**src/rtl/rvg_pkg.sv**
```systemverilog
// ----------------------------------------------------------------------------
// rvg_pkg
// Shared types and constants for the rollback version guard.
// ----------------------------------------------------------------------------
package rvg_pkg;

  localparam int SV_W   = 16;
  localparam int KG_W   = 8;
  localparam int ADDR_W = 3;
  localparam int DATA_W = 32;

  localparam logic [SV_W-1:0] SV_MAX    = 16'hFFFE;
  localparam logic [KG_W-1:0] KGC_RESET = 8'hFF;

  // Word index of the key generation count register.
  localparam logic REG_KGC = 1'b0;

  typedef enum logic [1:0] {
    MODE_CHECK  = 2'd0,
    MODE_COMMIT = 2'd1,
    MODE_LOAD   = 2'd2,
    MODE_NONE   = 2'd3
  } mode_t;

  typedef enum logic [1:0] {
    ST_OK     = 2'd0,
    ST_SV_BAD = 2'd1,
    ST_KG_BAD = 2'd2,
    ST_RSVD   = 2'd3
  } status_t;

  // Per-kind flags from a history tracker.
  typedef struct packed {
    logic floor_ok;
    logic changed;
  } track_flags_t;

endpackage

```
**src/rtl/rvg_in_if.sv**
```systemverilog
// ----------------------------------------------------------------------------
// rvg_in_if
// Input channel: one request beat with mode and version values.
// ----------------------------------------------------------------------------
interface rvg_in_if;
  logic        valid;
  logic        ready;
  logic [1:0]  mode;
  logic [15:0] image_version;
  logic [7:0]  image_generation;
  logic [15:0] loaded_runner_up_security_version;
  logic [7:0]  loaded_runner_up_key_generation;

  modport source (
    output valid, mode, image_version, image_generation,
           loaded_runner_up_security_version, loaded_runner_up_key_generation,
    input  ready
  );
  modport sink (
    input  valid, mode, image_version, image_generation,
           loaded_runner_up_security_version, loaded_runner_up_key_generation,
    output ready
  );
endinterface

```
**src/rtl/rvg_out_if.sv**
```systemverilog
// ----------------------------------------------------------------------------
// rvg_out_if
// Result channel: status, change flags and the history after the beat.
// ----------------------------------------------------------------------------
interface rvg_out_if;
  logic        valid;
  logic        ready;
  logic [1:0]  status;
  logic        version_changed;
  logic        generation_changed;
  logic [15:0] reported_top_version;
  logic [15:0] reported_runner_up_version;
  logic [7:0]  reported_top_generation;
  logic [7:0]  reported_runner_up_generation;

  modport source (
    output valid, status, version_changed, generation_changed,
           reported_top_version, reported_runner_up_version,
           reported_top_generation, reported_runner_up_generation,
    input  ready
  );
  modport sink (
    input  valid, status, version_changed, generation_changed,
           reported_top_version, reported_runner_up_version,
           reported_top_generation, reported_runner_up_generation,
    output ready
  );
endinterface

```
**src/rtl/rvg_cfg.sv**
```systemverilog
// ----------------------------------------------------------------------------
// rvg_cfg
// APB register file holding the key generation count.
// ----------------------------------------------------------------------------
module rvg_cfg
  import rvg_pkg::*;
(
  input  logic              clk,
  input  logic              rst,
  input  logic              psel,
  input  logic              penable,
  input  logic              pwrite,
  input  logic [ADDR_W-1:0] paddr,
  input  logic [DATA_W-1:0] pwdata,
  output logic [DATA_W-1:0] prdata,
  output logic              pready,
  output logic [KG_W-1:0]   key_generation_count
);

  logic wr_en;

  assign pready = 1'b1;
  assign wr_en  = psel && penable && pwrite && (paddr[ADDR_W-1] == REG_KGC);

  always_ff @(posedge clk) begin
    if (rst) begin
      key_generation_count <= KGC_RESET;
    end else if (wr_en) begin
      key_generation_count <= pwdata[KG_W-1:0];
    end
  end

  always_comb begin
    if (paddr[ADDR_W-1] == REG_KGC) begin
      prdata = {{(DATA_W-KG_W){1'b0}}, key_generation_count};
    end else begin
      prdata = '0;
    end
  end

endmodule

```
**src/rtl/rvg_track.sv**
```systemverilog
// ----------------------------------------------------------------------------
// rvg_track
// Top-two history for one kind of value: floor check and next state.
// ----------------------------------------------------------------------------
module rvg_track
  import rvg_pkg::*;
#(
  parameter int W = 16
) (
  input  mode_t          mode,
  input  logic [W-1:0]   value,
  input  logic [W-1:0]   loaded_second,
  input  logic [W-1:0]   top,
  input  logic [W-1:0]   second,
  output logic [W-1:0]   top_next,
  output logic [W-1:0]   second_next,
  output track_flags_t   flags
);

  logic         top_uninit;
  logic         second_uninit;
  logic [W-1:0] floor_val;
  logic         fold_chg;
  logic [W-1:0] fold_top;
  logic [W-1:0] fold_second;

  assign top_uninit    = (top == {W{1'b1}});
  assign second_uninit = (second == {W{1'b1}});
  assign floor_val     = (top < second) ? top : second;

  always_comb begin
    fold_top    = top;
    fold_second = second;
    fold_chg    = 1'b0;
    if (top_uninit) begin
      fold_top = value;
      fold_chg = 1'b1;
    end else if (value > top) begin
      fold_second = top;
      fold_top    = value;
      fold_chg    = 1'b1;
    end else if (second_uninit) begin
      if (value < top) begin
        fold_second = value;
        fold_chg    = 1'b1;
      end
    end else if (value > second && value < top) begin
      fold_second = value;
      fold_chg    = 1'b1;
    end
  end

  always_comb begin
    flags.floor_ok = top_uninit || second_uninit || (value >= floor_val);
    flags.changed  = 1'b0;
    top_next       = top;
    second_next    = second;
    case (mode)
      MODE_COMMIT: begin
        top_next      = fold_top;
        second_next   = fold_second;
        flags.changed = fold_chg;
      end
      MODE_LOAD: begin
        top_next    = value;
        second_next = loaded_second;
      end
      default: begin
        top_next    = top;
        second_next = second;
      end
    endcase
  end

endmodule

```
**src/rtl/rollback_version_guard.sv**
```systemverilog
// ----------------------------------------------------------------------------
// rollback_version_guard
// Anti-rollback guard keeping the top two security versions and key
// generations; checks, commits and restores them one beat at a time.
// ----------------------------------------------------------------------------
// One request beat per clock is sustained while result beats are taken; a
// stall on the result channel holds the beat in the input register. A beat
// lands in the input register, passes the floor checks and top-two update in
// compare logic, and its result is loaded into the output register. The
// history registers update as the beat moves to the output stage, so the next
// beat already sees it. Every beat yields exactly one result beat. The key
// generation count at byte address 0 is to be written over APB by the user
// only while no beat is in flight; the block itself does not enforce this.
// ----------------------------------------------------------------------------
module rollback_version_guard
  import rvg_pkg::*;
(
  input  logic              clk,
  input  logic              rst,
  input  logic              psel,
  input  logic              penable,
  input  logic              pwrite,
  input  logic [ADDR_W-1:0] paddr,
  input  logic [DATA_W-1:0] pwdata,
  output logic [DATA_W-1:0] prdata,
  output logic              pready,
  rvg_in_if.sink            item,
  rvg_out_if.source         result
);

  logic [KG_W-1:0] key_generation_count;

  // Input stage
  logic            in_valid;
  mode_t           in_mode;
  logic [SV_W-1:0] in_sv;
  logic [KG_W-1:0] in_kg;
  logic [SV_W-1:0] in_sv2;
  logic [KG_W-1:0] in_kg2;

  // History
  logic [SV_W-1:0] top_sv;
  logic [SV_W-1:0] second_sv;
  logic [KG_W-1:0] top_kg;
  logic [KG_W-1:0] second_kg;
  logic [SV_W-1:0] top_sv_next;
  logic [SV_W-1:0] second_sv_next;
  logic [KG_W-1:0] top_kg_next;
  logic [KG_W-1:0] second_kg_next;
  track_flags_t    sv_flags;
  track_flags_t    kg_flags;

  // Output stage
  logic            out_valid;
  status_t         out_status;
  logic            out_vchg;
  logic            out_gchg;
  logic [SV_W-1:0] out_top_sv;
  logic [SV_W-1:0] out_second_sv;
  logic [KG_W-1:0] out_top_kg;
  logic [KG_W-1:0] out_second_kg;

  status_t status_next;
  logic    advance;
  logic    fire;

  rvg_cfg u_cfg (
    .clk                  (clk),
    .rst                  (rst),
    .psel                 (psel),
    .penable              (penable),
    .pwrite               (pwrite),
    .paddr                (paddr),
    .pwdata               (pwdata),
    .prdata               (prdata),
    .pready               (pready),
    .key_generation_count (key_generation_count)
  );

  rvg_track #(.W(SV_W)) u_track_sv (
    .mode          (in_mode),
    .value         (in_sv),
    .loaded_second (in_sv2),
    .top           (top_sv),
    .second        (second_sv),
    .top_next      (top_sv_next),
    .second_next   (second_sv_next),
    .flags         (sv_flags)
  );

  rvg_track #(.W(KG_W)) u_track_kg (
    .mode          (in_mode),
    .value         (in_kg),
    .loaded_second (in_kg2),
    .top           (top_kg),
    .second        (second_kg),
    .top_next      (top_kg_next),
    .second_next   (second_kg_next),
    .flags         (kg_flags)
  );

  assign advance    = !out_valid || result.ready;
  assign fire       = in_valid && advance;
  assign item.ready = !in_valid || advance;

  // Security version is checked first.
  always_comb begin
    status_next = ST_OK;
    if (in_mode == MODE_CHECK) begin
      if (in_sv > SV_MAX || !sv_flags.floor_ok) begin
        status_next = ST_SV_BAD;
      end else if (in_kg >= key_generation_count || !kg_flags.floor_ok) begin
        status_next = ST_KG_BAD;
      end
    end
  end

  always_ff @(posedge clk) begin
    if (rst) begin
      in_valid <= 1'b0;
    end else if (item.ready) begin
      in_valid <= item.valid;
    end
  end

  always_ff @(posedge clk) begin
    if (item.ready && item.valid) begin
      in_mode <= mode_t'(item.mode);
      in_sv   <= item.image_version;
      in_kg   <= item.image_generation;
      in_sv2  <= item.loaded_runner_up_security_version;
      in_kg2  <= item.loaded_runner_up_key_generation;
    end
  end

  always_ff @(posedge clk) begin
    if (rst) begin
      top_sv    <= '1;
      second_sv <= '1;
      top_kg    <= '1;
      second_kg <= '1;
    end else if (fire) begin
      top_sv    <= top_sv_next;
      second_sv <= second_sv_next;
      top_kg    <= top_kg_next;
      second_kg <= second_kg_next;
    end
  end

  always_ff @(posedge clk) begin
    if (rst) begin
      out_valid <= 1'b0;
    end else if (advance) begin
      out_valid <= in_valid;
    end
  end

  always_ff @(posedge clk) begin
    if (fire) begin
      out_status    <= status_next;
      out_vchg      <= sv_flags.changed;
      out_gchg      <= kg_flags.changed;
      out_top_sv    <= top_sv_next;
      out_second_sv <= second_sv_next;
      out_top_kg    <= top_kg_next;
      out_second_kg <= second_kg_next;
    end
  end

  assign result.valid                         = out_valid;
  assign result.status                        = out_status;
  assign result.version_changed               = out_vchg;
  assign result.generation_changed            = out_gchg;
  assign result.reported_top_version          = out_top_sv;
  assign result.reported_runner_up_version    = out_second_sv;
  assign result.reported_top_generation       = out_top_kg;
  assign result.reported_runner_up_generation = out_second_kg;

endmodule

```
**src/flat_wrapper.sv**
```systemverilog
// flat-port wrapper written by rule: the top's interface ports become plain ports
module rollback_version_guard_flat import rvg_pkg::*;
  (clk, rst, psel, penable, pwrite, paddr, pwdata, prdata, pready, item_valid, item_mode, item_image_version, item_image_generation, item_loaded_runner_up_security_version, item_loaded_runner_up_key_generation, item_ready, result_valid, result_status, result_version_changed, result_generation_changed, result_reported_top_version, result_reported_runner_up_version, result_reported_top_generation, result_reported_runner_up_generation, result_ready);
  rvg_in_if item_i ();
  rvg_out_if result_i ();
  input  logic clk;
  input  logic rst;
  input  logic psel;
  input  logic penable;
  input  logic pwrite;
  input  logic [ADDR_W-1:0] paddr;
  input  logic [DATA_W-1:0] pwdata;
  output logic [DATA_W-1:0] prdata;
  output logic pready;
  input wire logic [$bits(item_i.valid)-1:0] item_valid;
  input wire logic [$bits(item_i.mode)-1:0] item_mode;
  input wire logic [$bits(item_i.image_version)-1:0] item_image_version;
  input wire logic [$bits(item_i.image_generation)-1:0] item_image_generation;
  input wire logic [$bits(item_i.loaded_runner_up_security_version)-1:0] item_loaded_runner_up_security_version;
  input wire logic [$bits(item_i.loaded_runner_up_key_generation)-1:0] item_loaded_runner_up_key_generation;
  output wire logic [$bits(item_i.ready)-1:0] item_ready;
  output wire logic [$bits(result_i.valid)-1:0] result_valid;
  output wire logic [$bits(result_i.status)-1:0] result_status;
  output wire logic [$bits(result_i.version_changed)-1:0] result_version_changed;
  output wire logic [$bits(result_i.generation_changed)-1:0] result_generation_changed;
  output wire logic [$bits(result_i.reported_top_version)-1:0] result_reported_top_version;
  output wire logic [$bits(result_i.reported_runner_up_version)-1:0] result_reported_runner_up_version;
  output wire logic [$bits(result_i.reported_top_generation)-1:0] result_reported_top_generation;
  output wire logic [$bits(result_i.reported_runner_up_generation)-1:0] result_reported_runner_up_generation;
  input wire logic [$bits(result_i.ready)-1:0] result_ready;
  assign item_i.valid = item_valid;
  assign item_i.mode = item_mode;
  assign item_i.image_version = item_image_version;
  assign item_i.image_generation = item_image_generation;
  assign item_i.loaded_runner_up_security_version = item_loaded_runner_up_security_version;
  assign item_i.loaded_runner_up_key_generation = item_loaded_runner_up_key_generation;
  assign item_ready = item_i.ready;
  assign result_valid = result_i.valid;
  assign result_status = result_i.status;
  assign result_version_changed = result_i.version_changed;
  assign result_generation_changed = result_i.generation_changed;
  assign result_reported_top_version = result_i.reported_top_version;
  assign result_reported_runner_up_version = result_i.reported_runner_up_version;
  assign result_reported_top_generation = result_i.reported_top_generation;
  assign result_reported_runner_up_generation = result_i.reported_runner_up_generation;
  assign result_i.ready = result_ready;
  rollback_version_guard u_core (.clk(clk), .rst(rst), .psel(psel), .penable(penable), .pwrite(pwrite), .paddr(paddr), .pwdata(pwdata), .prdata(prdata), .pready(pready), .item(item_i), .result(result_i));
endmodule
```
**config.mk**
```make
export PLATFORM = sky130hd
export DESIGN_NAME = rollback_version_guard_flat
export DESIGN_NICKNAME = d
export VERILOG_FILES = /design/src/rtl/rvg_pkg.sv /design/src/rtl/rvg_in_if.sv /design/src/rtl/rvg_out_if.sv /design/src/rtl/rvg_cfg.sv /design/src/rtl/rvg_track.sv /design/src/rtl/rollback_version_guard.sv /design/src/flat_wrapper.sv
export SDC_FILE = /design/constraint.sdc
export NUM_CORES = 1
export LEC_CHECK = 0
export BUFFER_PORTS_ARGS = -buffer_cell sky130_fd_sc_hd__buf_2
export CAP_MARGIN = 20
export CORE_UTILIZATION = 55
export CTS_CLUSTER_SIZE = 28
export DETAILED_ROUTE_END_ITERATION = 8
export PLACE_DENSITY_LB_ADDON = 0.12
export REMOVE_ABC_BUFFERS = 1
export SLEW_MARGIN = 25
export SYNTH_ARGS = -nofsm -noshare
export SYNTH_HDL_FRONTEND = slang
export SYNTH_SLANG_ARGS = --single-unit
export TNS_END_PERCENT = 10
```
**constraint.sdc**
```tcl
create_clock -name clk -period 6.18 [get_ports clk]
set_input_delay 1.236 -clock clk [delete_from_list [all_inputs] [get_ports clk]]
set_output_delay 1.236 -clock clk [all_outputs]
set_load 0.02 [all_outputs]
```
==> results of run 1 <==
flip-flops by register name, summed over array words and instances, names as in the netlist:
| register | count |
|---|---|
| u_core.in_kg | 8 |
| u_core.in_kg2 | 8 |
| u_core.in_mode | 2 |
| u_core.in_sv | 16 |
| u_core.in_sv2 | 16 |
| u_core.in_valid | 1 |
| u_core.result.generation_changed | 1 |
| u_core.result.reported_runner_up_generation | 8 |
| u_core.result.reported_runner_up_version | 16 |
| u_core.result.reported_top_generation | 8 |
| u_core.result.reported_top_version | 16 |
| u_core.result.status | 2 |
| u_core.result.valid | 1 |
| u_core.result.version_changed | 1 |
| u_core.second_kg | 8 |
| u_core.second_sv | 16 |
| u_core.top_kg | 8 |
| u_core.top_sv | 16 |
| u_core.u_cfg.key_generation_count | 8 |
cells by family after synthesis:
| group | count (synthesis) |
|---|---|
| AOI/OAI and AO/OA | 284 |
| and+or+nand+nor | 270 |
| DFF | 160 |
| buffers and inverters | 129 |
| adders and majority gates | 105 |
| muxes | 30 |
| other | 2 |
cell type report:
class	count	area [sq um]	area share
Clock inverter	9	63.8	0.00571
Inverter	58	218	0.0195
Timing Repair Buffer	138	718	0.0643
Sequential cell	160	4220	0.378
Clock buffer	23	532	0.0476
Multi-Input combinational cell	714	5130	0.459
Tap cell	225	282	0.0252
report_power, final:
group / total, mW / switching [mW] / internal, mW / leakage (nW)
combinational: 0.823 / 0.502 / 0.321 / 3.37
clock: 1.05 / 0.436 / 0.610 / 0.296
sequential: 1.33 / 0.0917 / 1.23 / 1.45
cell usage in the layout, fill, tap and decap left out, drive strengths merged, types with 4 or more instances in the layout:
cell and n:
nand4 32, o31ai 4, mux2 8, nor2b 15, a32oi 5, a221o 5
dfxtp 58, ha 105, buf 138, inv 61, nor2 93, o211ai 13
nor3 24, nand2b 6, conb 25, a222oi 8, a311o 5, a32o 5
and2 13, clkinv 5, a31oi 27, a21o 19, a22o 16, nor4 7
nand2 63, a21oi 70, nand3 5, o21ai 30, a211oi 6, mux2i 22
o31a 4, o221ai 10, a22oi 5, a221oi 11, clkbuf 23, o2bb2ai 15
o21a 4, edfxtp 102, a211o 10
stage by stage:
step | TNS, ns | total power [mW] | setup WS, ns
4_1_cts | 0 | 3.19 | 1.90
5_1_grt | 0 | 3.33 | 1.54
2_1_floorplan | -7.83 | 1.90 | -0.540
3_5_place_dp | 0 | 2.15 | 1.91
3_3_place_gp | 0 | 2.13 | 1.94
6_report | 0 | 3.19 | 1.86
worst max-delay path, delay by kind of cell (launching register included):
| kind | cells | cell delay [ns] |
|---|---|---|
| AO/OA/AOI/OAI | 9 | 1.30 |
| adder cells (fa/ha/maj) | 2 | 0.57 |
| buffers and inverters | 2 | 0.46 |
| flip-flops | 1 | 0.44 |
| multiplexers | 1 | 0.37 |
| AND/OR/NAND/NOR | 5 | 0.93 |
layer usage:
layer  vias to the layer above  global-route usage  part of all wire
met5                         -                   0                 0
met4                         0               0.104             0.022
met3                        52              0.0524             0.079
met2                       381               0.416              0.42
met1                      3840               0.413              0.48
li1                       3919                   -                 -
worst min-delay path by stage:
stage,end,slack (ns),cells past startpoint
after CTS,u_core.result.valid,0.52,2
after detailed placement,u_core.result.valid,0.52,2
after global routing,u_core.result.valid,0.55,2
after global placement,u_core.result.valid,0.51,2
after floorplan,u_core.result.valid,0.48,2
final,u_core.result.valid,0.52,2
==> results.json, run 1 <==
{
  "status": "finished, final reports clean",
  "place_area_sq_um": 10600,
  "core_area_sq_um": 17400,
  "finalCriticalPeriod_ns": 4.32,
  "worst-r2r-setup-slack_ns": 1.86,
  "cts_root_buf": "clkbuf_16",
  "clock_sinks": 160,
  "ys_seq_area_frac": 0.429,
  "layout.cells.non_filler": 1327,
  "num-nets-final": 1286,
  "via_count": 8192,
  "synth_top_family_by_area": "compound AO/OA/AOI/OAI gates",
  "ys_types": 61,
  "path_class": "reg2reg",
  "synth_top_cells_by_area": "edfxtp_1 (31%), ha_1 (13%), dfxtp_1 (12%)",
  "worstPathArrival_ns": 4.50,
  "yosys_warnings": 0,
  "tightest_slew_ns": 0.972,
  "postCtsSetupRepairBufs": 0,
  "cp.required_ns": 6.36,
  "synth_xor_area_frac": 0,
  "antenna_left": 0,
  "crit_chain": "inv_1 -> ha_1 -> a21oi_1 -> nor2b_1 -> o21ai_1 -> a21oi_1 -> or4_1 -> a31oi_2 -> buf_4 -> mux2_2 -> ha_1 -> nand2b_1 -> a21o_1 -> a21oi_1 -> nor2b_1 -> o21ai_0 -> a21o_1 -> a31oi_1 -> and3b_1",
  "cp_slowest_cell": "dfxtp_1",
  "fp.dieH_microns": 136,
  "port_buffers": 127,
  "maxCapViolCount": 0,
  "critical_path.max_stage_delay_ns": 0.44,
  "clkLatencyLatePin_ns": 0.43,
  "ir_worst_vdd_uv": 207,
  "ctsHoldBuffers": 0,
  "syn-cell-area_sq_um": 9840,
  "die_x_microns": 136,
  "initial_utilization": 0.565,
  "setup_violations": 0,
  "p_leak_nw": 5.11,
  "r2r-end": "u_core.result.status[1]",
  "drt_iter0_drc": 786,
  "finClkSkew_ns": 0.0107,
  "synth_ff_type": "edfxtp_1",
  "critPathMaxFanout": 16,
  "post-route-util": 0.641,
  "wire_per_inst_microns": 19.4,
  "critPathLaunchType": "flop",
  "vias_per_cell": 6.17,
  "crit_path_end_kind": "flop",
  "critPathLaunch": "u_core.second_sv[1]",
  "tritoncts": "yes",
  "synth_top_area_frac": 0.311,
  "crit_path_end": "u_core.result.status[1]",
  "yosysMostFrequentCell": "ha_1",
  "grt_usage": 0.284,
  "synth-compound-area-share": 0.211,
  "synth_edf_count": 102,
  "synth_cells": 980,
  "drt-total-wl_microns": 25700,
  "globalplace.congestion": 0.932,
  "grt_pass1_vias": 7415,
  "min-delay-start": "u_core.in_valid",
  "cts_buffers": 17,
  "synthAdderAreaFrac": 0.133,
  "design_area_sq_um": 11200,
  "syn2layout_area_growth_pct": 13.4,
  "slew_headroom": 0.352,
  "antenna_found_initial": 0,
  "ctsResizeCount": 0,
  "drc": 0,
  "holdCritPathClass": "reg2reg",
  "synth_top_area_cell": "edfxtp_1",
  "p_per_area_nw_per_um2": 286,
  "ioPinCount": 179,
  "synth-seq-cells": 160,
  "synth.area.mux_share": 0.0315,
  "antenna_cells": 0,
  "fill_cells": 1488,
  "firstDrtPassIters": 8,
  "period_share": 0.699,
  "dp.cells": 1295,
  "rsz0062_at_grt": "no",
  "grt.overflow.total": 0,
  "yosys-top-cells-count": "ha_1 (105), edfxtp_1 (102), nor2_1 (93)",
  "max_freq_ghz": 0.232,
  "yosys.area_share.simple": 0.132,
  "reg2regPathDepth": 19,
  "path_clk_slew_ns": 0.06,
  "hold_violations": 0,
  "rows": 48,
  "holdWs_ns": 0.519,
  "grt_max_degree": 73,
  "crit_top_cell": "a21oi_1",
  "layout-drive-gt1-share": 0.180,
  "dieArea_sq_um": 18400,
  "drv_slew": 0,
  "avgSynthCellArea_sq_um": 10.0,
  "r2r-start": "u_core.second_sv[1]",
  "cts.path.max_buffers": 2,
  "dpl.hpwl_microns": 17400,
  "grt_pass1_wl_microns": 39800,
  "async_reset_ff_frac": 0,
  "cts.htree.levels": 4
}
(Power assumes the default switching activity.)
==> inputs of run 2 (changes only) <==
--- a/config.mk
+++ b/config.mk
@@ -5,9 +5,10 @@
 export SDC_FILE = /design/constraint.sdc
 export NUM_CORES = 1
 export LEC_CHECK = 0
+export ABC_AREA = 1
 export BUFFER_PORTS_ARGS = -buffer_cell sky130_fd_sc_hd__buf_2
 export CAP_MARGIN = 20
-export CORE_UTILIZATION = 55
+export CORE_UTILIZATION = 52
 export CTS_CLUSTER_SIZE = 28
 export DETAILED_ROUTE_END_ITERATION = 8
 export PLACE_DENSITY_LB_ADDON = 0.12
==> constraint.sdc (replaced) <==
create_clock -name clk -period 3.7 [get_ports clk]
set_input_delay 0.74 -clock clk [delete_from_list [all_inputs] [get_ports clk]]
set_output_delay 0.74 -clock clk [all_outputs]
set_load 0.02 [all_outputs]
==> run 2 against run 1 <==
  * Clock-buffer cell count decreased by 5
  * Clock power is 70% higher
  * Register-to-register slack lost 1.6 ns
  * Non-clock buffer count grew 33
  * Sequential power increased by 62%
  * Hold slack lost 0.060 ns
  * Critical path depth shrank 1
  * Die area is 15% higher
  * Global-route usage decreased by 0.80 points
  * Critical endpoint unchanged
  * Design area increased by 9.9%
==> results.json, run 2 <==
{
  "status": "finished, final reports clean",
  "layout-drive-gt1-share": 0.154,
  "drt-total-wl_microns": 28900,
  "num-nets-final": 1694,
  "firstDrtPassIters": 7,
  "hold_violations": 0,
  "fill_cells": 1870,
  "place_area_sq_um": 11700,
  "crit_path_end": "u_core.result.status[1]",
  "initial_utilization": 0.531,
  "yosys_warnings": 0,
  "synth_cells": 1370,
  "yosysMostFrequentCell": "nand2_1",
  "maxCapViolCount": 0,
  "cts_root_buf": "clkbuf_16",
  "fp.dieH_microns": 146,
  "wire_per_inst_microns": 16.2,
  "design_area_sq_um": 12300,
  "grt_max_degree": 57,
  "synth_top_area_cell": "edfxtp_1",
  "worstPathArrival_ns": 3.67,
  "layout.cells.non_filler": 1780,
  "globalplace.congestion": 0.898,
  "r2r-end": "u_core.result.status[1]",
  "path_class": "reg2reg",
  "power.total_mw": 5.43,
  "dp.cells": 1748,
  "critPathMaxFanout": 16,
  "core_area_sq_um": 20200,
  "synth-seq-cells": 160,
  "async_reset_ff_frac": 0,
  "crit_path_end_kind": "flop",
  "max_freq_ghz": 0.288,
  "critPathLaunchType": "flop",
  "via_count": 9814,
  "cts.htree.levels": 4,
  "vias_per_cell": 5.51,
  "grt_usage": 0.276,
  "dpl.hpwl_microns": 19900,
  "ioPinCount": 179,
  "antenna_found_initial": 0,
  "path_clk_slew_ns": 0.08,
  "slew_headroom": 0.400,
  "synth_top_area_frac": 0.285,
  "drc": 0,
  "tightest_slew_ns": 0.897,
  "critPathLaunch": "u_core.second_sv[1]",
  "grt_pass1_vias": 9152,
  "ys_seq_area_frac": 0.393,
  "dieArea_sq_um": 21200,
  "setup_violations": 0,
  "cp.required_ns": 3.91,
  "cts_buffers": 17,
  "die_x_microns": 146,
  "drt_iter0_drc": 545,
  "finClkSkew_ns": 0.0114,
  "synth_ff_type": "edfxtp_1",
  "syn-cell-area_sq_um": 10700,
  "holdWs_ns": 0.458,
  "postCtsSetupRepairBufs": 0,
  "final_cell_mix": "nand2_1 (356), a21oi_1 (188), buf_2 (127)",
  "clock_sinks": 160,
  "r2r-start": "u_core.second_sv[1]",
  "tritoncts": "yes",
  "drv_slew": 0,
  "ys_types": 43,
  "ir_worst_vdd_uv": 320,
  "p_leak_nw": 6.02,
  "holdCritPathClass": "in2reg",
  "cts.path.max_buffers": 2,
  "port_buffers": 127,
  "antenna_cells": 0,
  "clkLatencyLatePin_ns": 0.45,
  "grt.overflow.total": 0,
  "yosys-top-cells-count": "nand2_1 (356), a21oi_1 (188), inv_1 (123)",
  "worst-r2r-setup-slack_ns": 0.23,
  "synth_edf_count": 102,
  "synth_top_cells_by_area": "edfxtp_1 (29%), nand2_1 (12%), ha_1 (12%)",
  "syn2layout_area_growth_pct": 14.2,
  "grt_pass1_wl_microns": 46000,
  "finalCriticalPeriod_ns": 3.47,
  "final_common_cell": "nand2_1",
  "p_per_area_nw_per_um2": 442,
  "avgSynthCellArea_sq_um": 7.84,
  "reg2regPathDepth": 18,
  "rows": 52,
  "antenna_left": 0,
  "period_share": 0.937
}
-- run 2: cell count changes in the layout (fill, tap and decap cells not counted), sizes merged, moves of 28 or more --
cell,change
nand2,+297
a21oi,+119
inv,+73
nand3,+62
o21ai,+54
buf,+33
a21boi,+28
-- run 2: worst min path at each step --
stage | to | start | slack (ns) | cells after the start
3_3_place_gp | u_core.second_kg[3] | u_core.second_kg[3] | 0.48 | 2
2_1_floorplan | u_core.second_kg[3] | u_core.second_kg[3] | 0.45 | 2
3_5_place_dp | u_core.second_kg[3] | u_core.second_kg[3] | 0.49 | 2
4_1_cts | u_core.in_kg[6] | item_image_generation[6] | 0.45 | 1
5_1_grt | u_core.in_kg[4] | item_image_generation[4] | 0.44 | 1
6_report | u_core.in_kg[6] | item_image_generation[6] | 0.46 | 1
-- run 2: critical path, cell delays in order (launching register included) --
cell and delay [ns]:
dfxtp_1 0.38, inv_1 0.08, ha_1 0.28, a21boi_0 0.12
o211ai_1 0.17, a21oi_1 0.11, o211ai_1 0.28, o2111ai_4 0.24
buf_4 0.25, o21ai_0 0.19, ha_1 0.27, nand2_1 0.08
inv_1 0.04, nand3_1 0.08, inv_1 0.04, a21oi_1 0.16
nand4_1 0.24, nand2_1 0.15, nor2_1 0.05
-- run 2: timing repair --
action	4_1_cts	5_1_grt
setup endpoints to repair	0	2
resized for setup	0	2
hold buffers	0	0
-- run 2: metrics by stage --
step | setup slack (ns) | utilization | TNS (ns)
floorplan | -0.179 | - | -11.27
global placement | 0.202 | 0.577 | 0
detailed placement | 0.198 | 0.577 | 0
CTS | 0.156 | 0.606 | 0
global route | -0.0830 | 0.607 | -0.165
finish | 0.233 | 0.607 | 0
-- run 2: final cells by class --
cell class | instances | area [sq um] | share of cell area
clock buffer | 18 | 450 | 0.0367
clock inverter | 14 | 139 | 0.0113
inverter | 126 | 474 | 0.0386
multi-input combinational | 1021 | 5690 | 0.463
sequential | 160 | 4220 | 0.344
tap | 270 | 338 | 0.0275
timing repair buffer | 171 | 966 | 0.0787
-- run 2: cells by family (layout without fill, tap and decap cells) --
family                   Yosys count  in the layout  share of synthesized area
buffers and inverters            212            329                     0.0878
other                              2             25                   0.000699
flip-flops                       160            160                      0.393
AND/OR/NAND/NOR                  540            540                      0.208
adder cells (fa/ha/maj)          105            105                      0.122
AO/OA/AOI/OAI                    351            351                      0.188
-- run 2: routing by layer --
layer,track usage,vias up,share of wire
li1,-,4912,-
met1,0.325,4559,0.42
met2,0.500,285,0.51
met3,0.0395,58,0.045
met4,0.113,0,0.029
met5,0,-,0
-- run 2: where the power goes --
group          total [mW]  internal, mW  switching, mW  leakage (nW)
clock                1.78         0.938          0.838         0.295
combinational        1.51         0.521          0.987          4.27
sequential           2.15          2.05          0.101          1.45
==> inputs of run 3 (changes only) <==
--- a/config.mk
+++ b/config.mk
@@ -12,6 +12,7 @@
 export CTS_CLUSTER_SIZE = 28
 export DETAILED_ROUTE_END_ITERATION = 8
 export PLACE_DENSITY_LB_ADDON = 0.12
+export RECOVER_POWER = 100
 export REMOVE_ABC_BUFFERS = 1
 export SLEW_MARGIN = 25
 export SYNTH_ARGS = -nofsm -noshare
==> run 3 against run 2 <==
  * First-iteration DRC count down 6.1%
  * Clock power about the same
  * Sequential share of layout area up 0.36 points
  * The flow now finishes with violations (max-capacitance violations, max-slew violations)
  * Clock-buffer cell count unchanged
  * Clock skew down 0.0014 ns
  * Largest cell class unchanged
  * Hold slack worse by 0.00051 ns
  * Die area unchanged
  * Power down 0.34%
==> results.json, run 3 (same netlist as run 2, synthesis figures left out) <==
{
  "status": "finished, violations left",
  "violations": "max-capacitance violations, max-slew violations",
  "drc": 0,
  "initial_utilization": 0.531,
  "num-nets-final": 1694,
  "holdCritPathClass": "in2reg",
  "hold_violations": 0,
  "layout-drive-gt1-share": 0.103,
  "ctsHoldBuffers": 0,
  "final_common_cell": "nand2_1",
  "slew_headroom": -0.872,
  "wire_per_inst_microns": 16.3,
  "final_cell_mix": "nand2_1 (358), a21oi_1 (189), inv_1 (122)",
  "worstPathArrival_ns": 3.92,
  "tritoncts": "yes",
  "cp.required_ns": 4.08,
  "grt.busiest_layer": "met2",
  "grt.overflow.total": 0,
  "path_class": "reg2reg",
  "firstDrtPassIters": 5,
  "antenna_left": 0,
  "path_clk_slew_ns": 0.07,
  "drt_iter0_drc": 512,
  "port_buffers": 127,
  "max_freq_ghz": 0.282,
  "critPathMaxFanout": 16,
  "dpl.hpwl_microns": 19900,
  "cts.htree.levels": 4,
  "cts_buffers": 17,
  "finalCriticalPeriod_ns": 3.54,
  "setup_ws_ns": 0.158,
  "cts_root_buf": "clkbuf_16",
  "syn2layout_area_growth_pct": 13.1,
  "clkLatencyLatePin_ns": 0.45,
  "fp.dieH_microns": 146,
  "grtUsageMet1": 0.325,
  "p_leak_nw": 5.81,
  "crit_path_end_kind": "flop",
  "cts.path.max_buffers": 2,
  "rows": 52,
  "power.total_mw": 5.41,
  "core_area_sq_um": 20200,
  "ioPinCount": 179,
  "met2_usage": 0.500,
  "met3_usage": 0.0395,
  "postCtsSetupRepairBufs": 0,
  "post-route-util": 0.600,
  "globalplace.congestion": 0.898,
  "ff_latch_area_sq_um": 4220,
  "clock_sinks": 160,
  "antenna_cells": 0,
  "drt-total-wl_microns": 28900,
  "place_area_sq_um": 11700,
  "finClkSkew_ns": 0.0100,
  "grt_usage": 0.276,
  "finalSetupTns_ns": 0,
  "tightest_slew_ns": 2.81,
  "die_x_microns": 146,
  "layout.cells.non_filler": 1780,
  "holdWs_ns": 0.458,
  "setup_violations": 0,
  "antenna_found_initial": 0,
  "maxCapViolCount": 2,
  "dp_slack_ns": 0.198,
  "design_area_sq_um": 12200,
  "dp.cells": 1748,
  "multi_input_area_sq_um": 5670,
  "grt_pass1_vias": 9152,
  "critPathLaunchType": "flop",
  "dieArea_sq_um": 21200,
  "ir_worst_vdd_uv": 320,
  "drv_slew": 96,
  "period_share": 0.957,
  "vias_per_cell": 5.49,
  "grt_max_degree": 57,
  "p_per_area_nw_per_um2": 446,
  "grt_pass1_wl_microns": 46000,
  "fill_cells": 1908,
  "via_count": 9767
}
==> run 3: cell types whose count changed in the layout (fill, tap and decap cells not counted), moves of 8 or more <==
cell / change
buf_2: -64
buf_4: -8
clkbuf_1: +70
o21ai_0: +15
o21ai_1: -15
==> run 3: worst paths after layout <==
check,slack [ns],depth (start not counted),end,start
max reg2reg,0.16,14,u_core.top_sv[4],u_core.in_sv[15]
min,0.46,1,u_core.in_kg[6],item_image_generation[6]
max,0.16,14,u_core.top_sv[4],u_core.in_sv[15]
min reg2reg,0.51,2,u_core.result.valid,u_core.result.valid
==> run 3: where the power goes <==
group / internal, mW / switching, mW
clock network: 0.938 / 0.840
logic: 0.503 / 0.982
registers: 2.05 / 0.102
total: 3.49 / 1.92
==> run 3: layout make-up <==
class | instances | share of cell area
timing repair buffer | 171 | 0.0706
clock buffer | 18 | 0.0371
inverter | 126 | 0.0390
tap | 270 | 0.0278
sequential | 160 | 0.348
clock inverter | 14 | 0.0114
multi-input combinational | 1021 | 0.466
==> run 3: worst max-delay path, stage by stage, from the launching register on <==
cell,delay (ns)
edfxtp_1,0.56
ha_1,0.37
nand2_1,0.13
inv_1,0.05
nand2_1,0.06
nand2_1,0.05
a21oi_1,0.28
nand2_2,0.12
nand2_1,0.28
nand2_1,0.36
inv_1,0.57
o21ai_0,0.20
a22oi_2,0.23
nand2_1,0.09
nand2_1,0.12
==> run 3: per-layer routing <==
| metal | share of wire | wire, microns | vias up |
|---|---|---|---|
| li1 | - | - | 4910 |
| met1 | 0.42 | 12200 | 4551 |
| met2 | 0.51 | 14900 | 262 |
| met3 | 0.041 | 1190 | 44 |
| met4 | 0.025 | 709 | 0 |
| met5 | 0 | 0 | - |
==> run 3: timing repair <==
| action | CTS | global route |
|---|---|---|
| gates resized for setup | 0 | 2 |
| hold endpoints to repair | 0 | 0 |
| setup endpoints to repair | 0 | 2 |
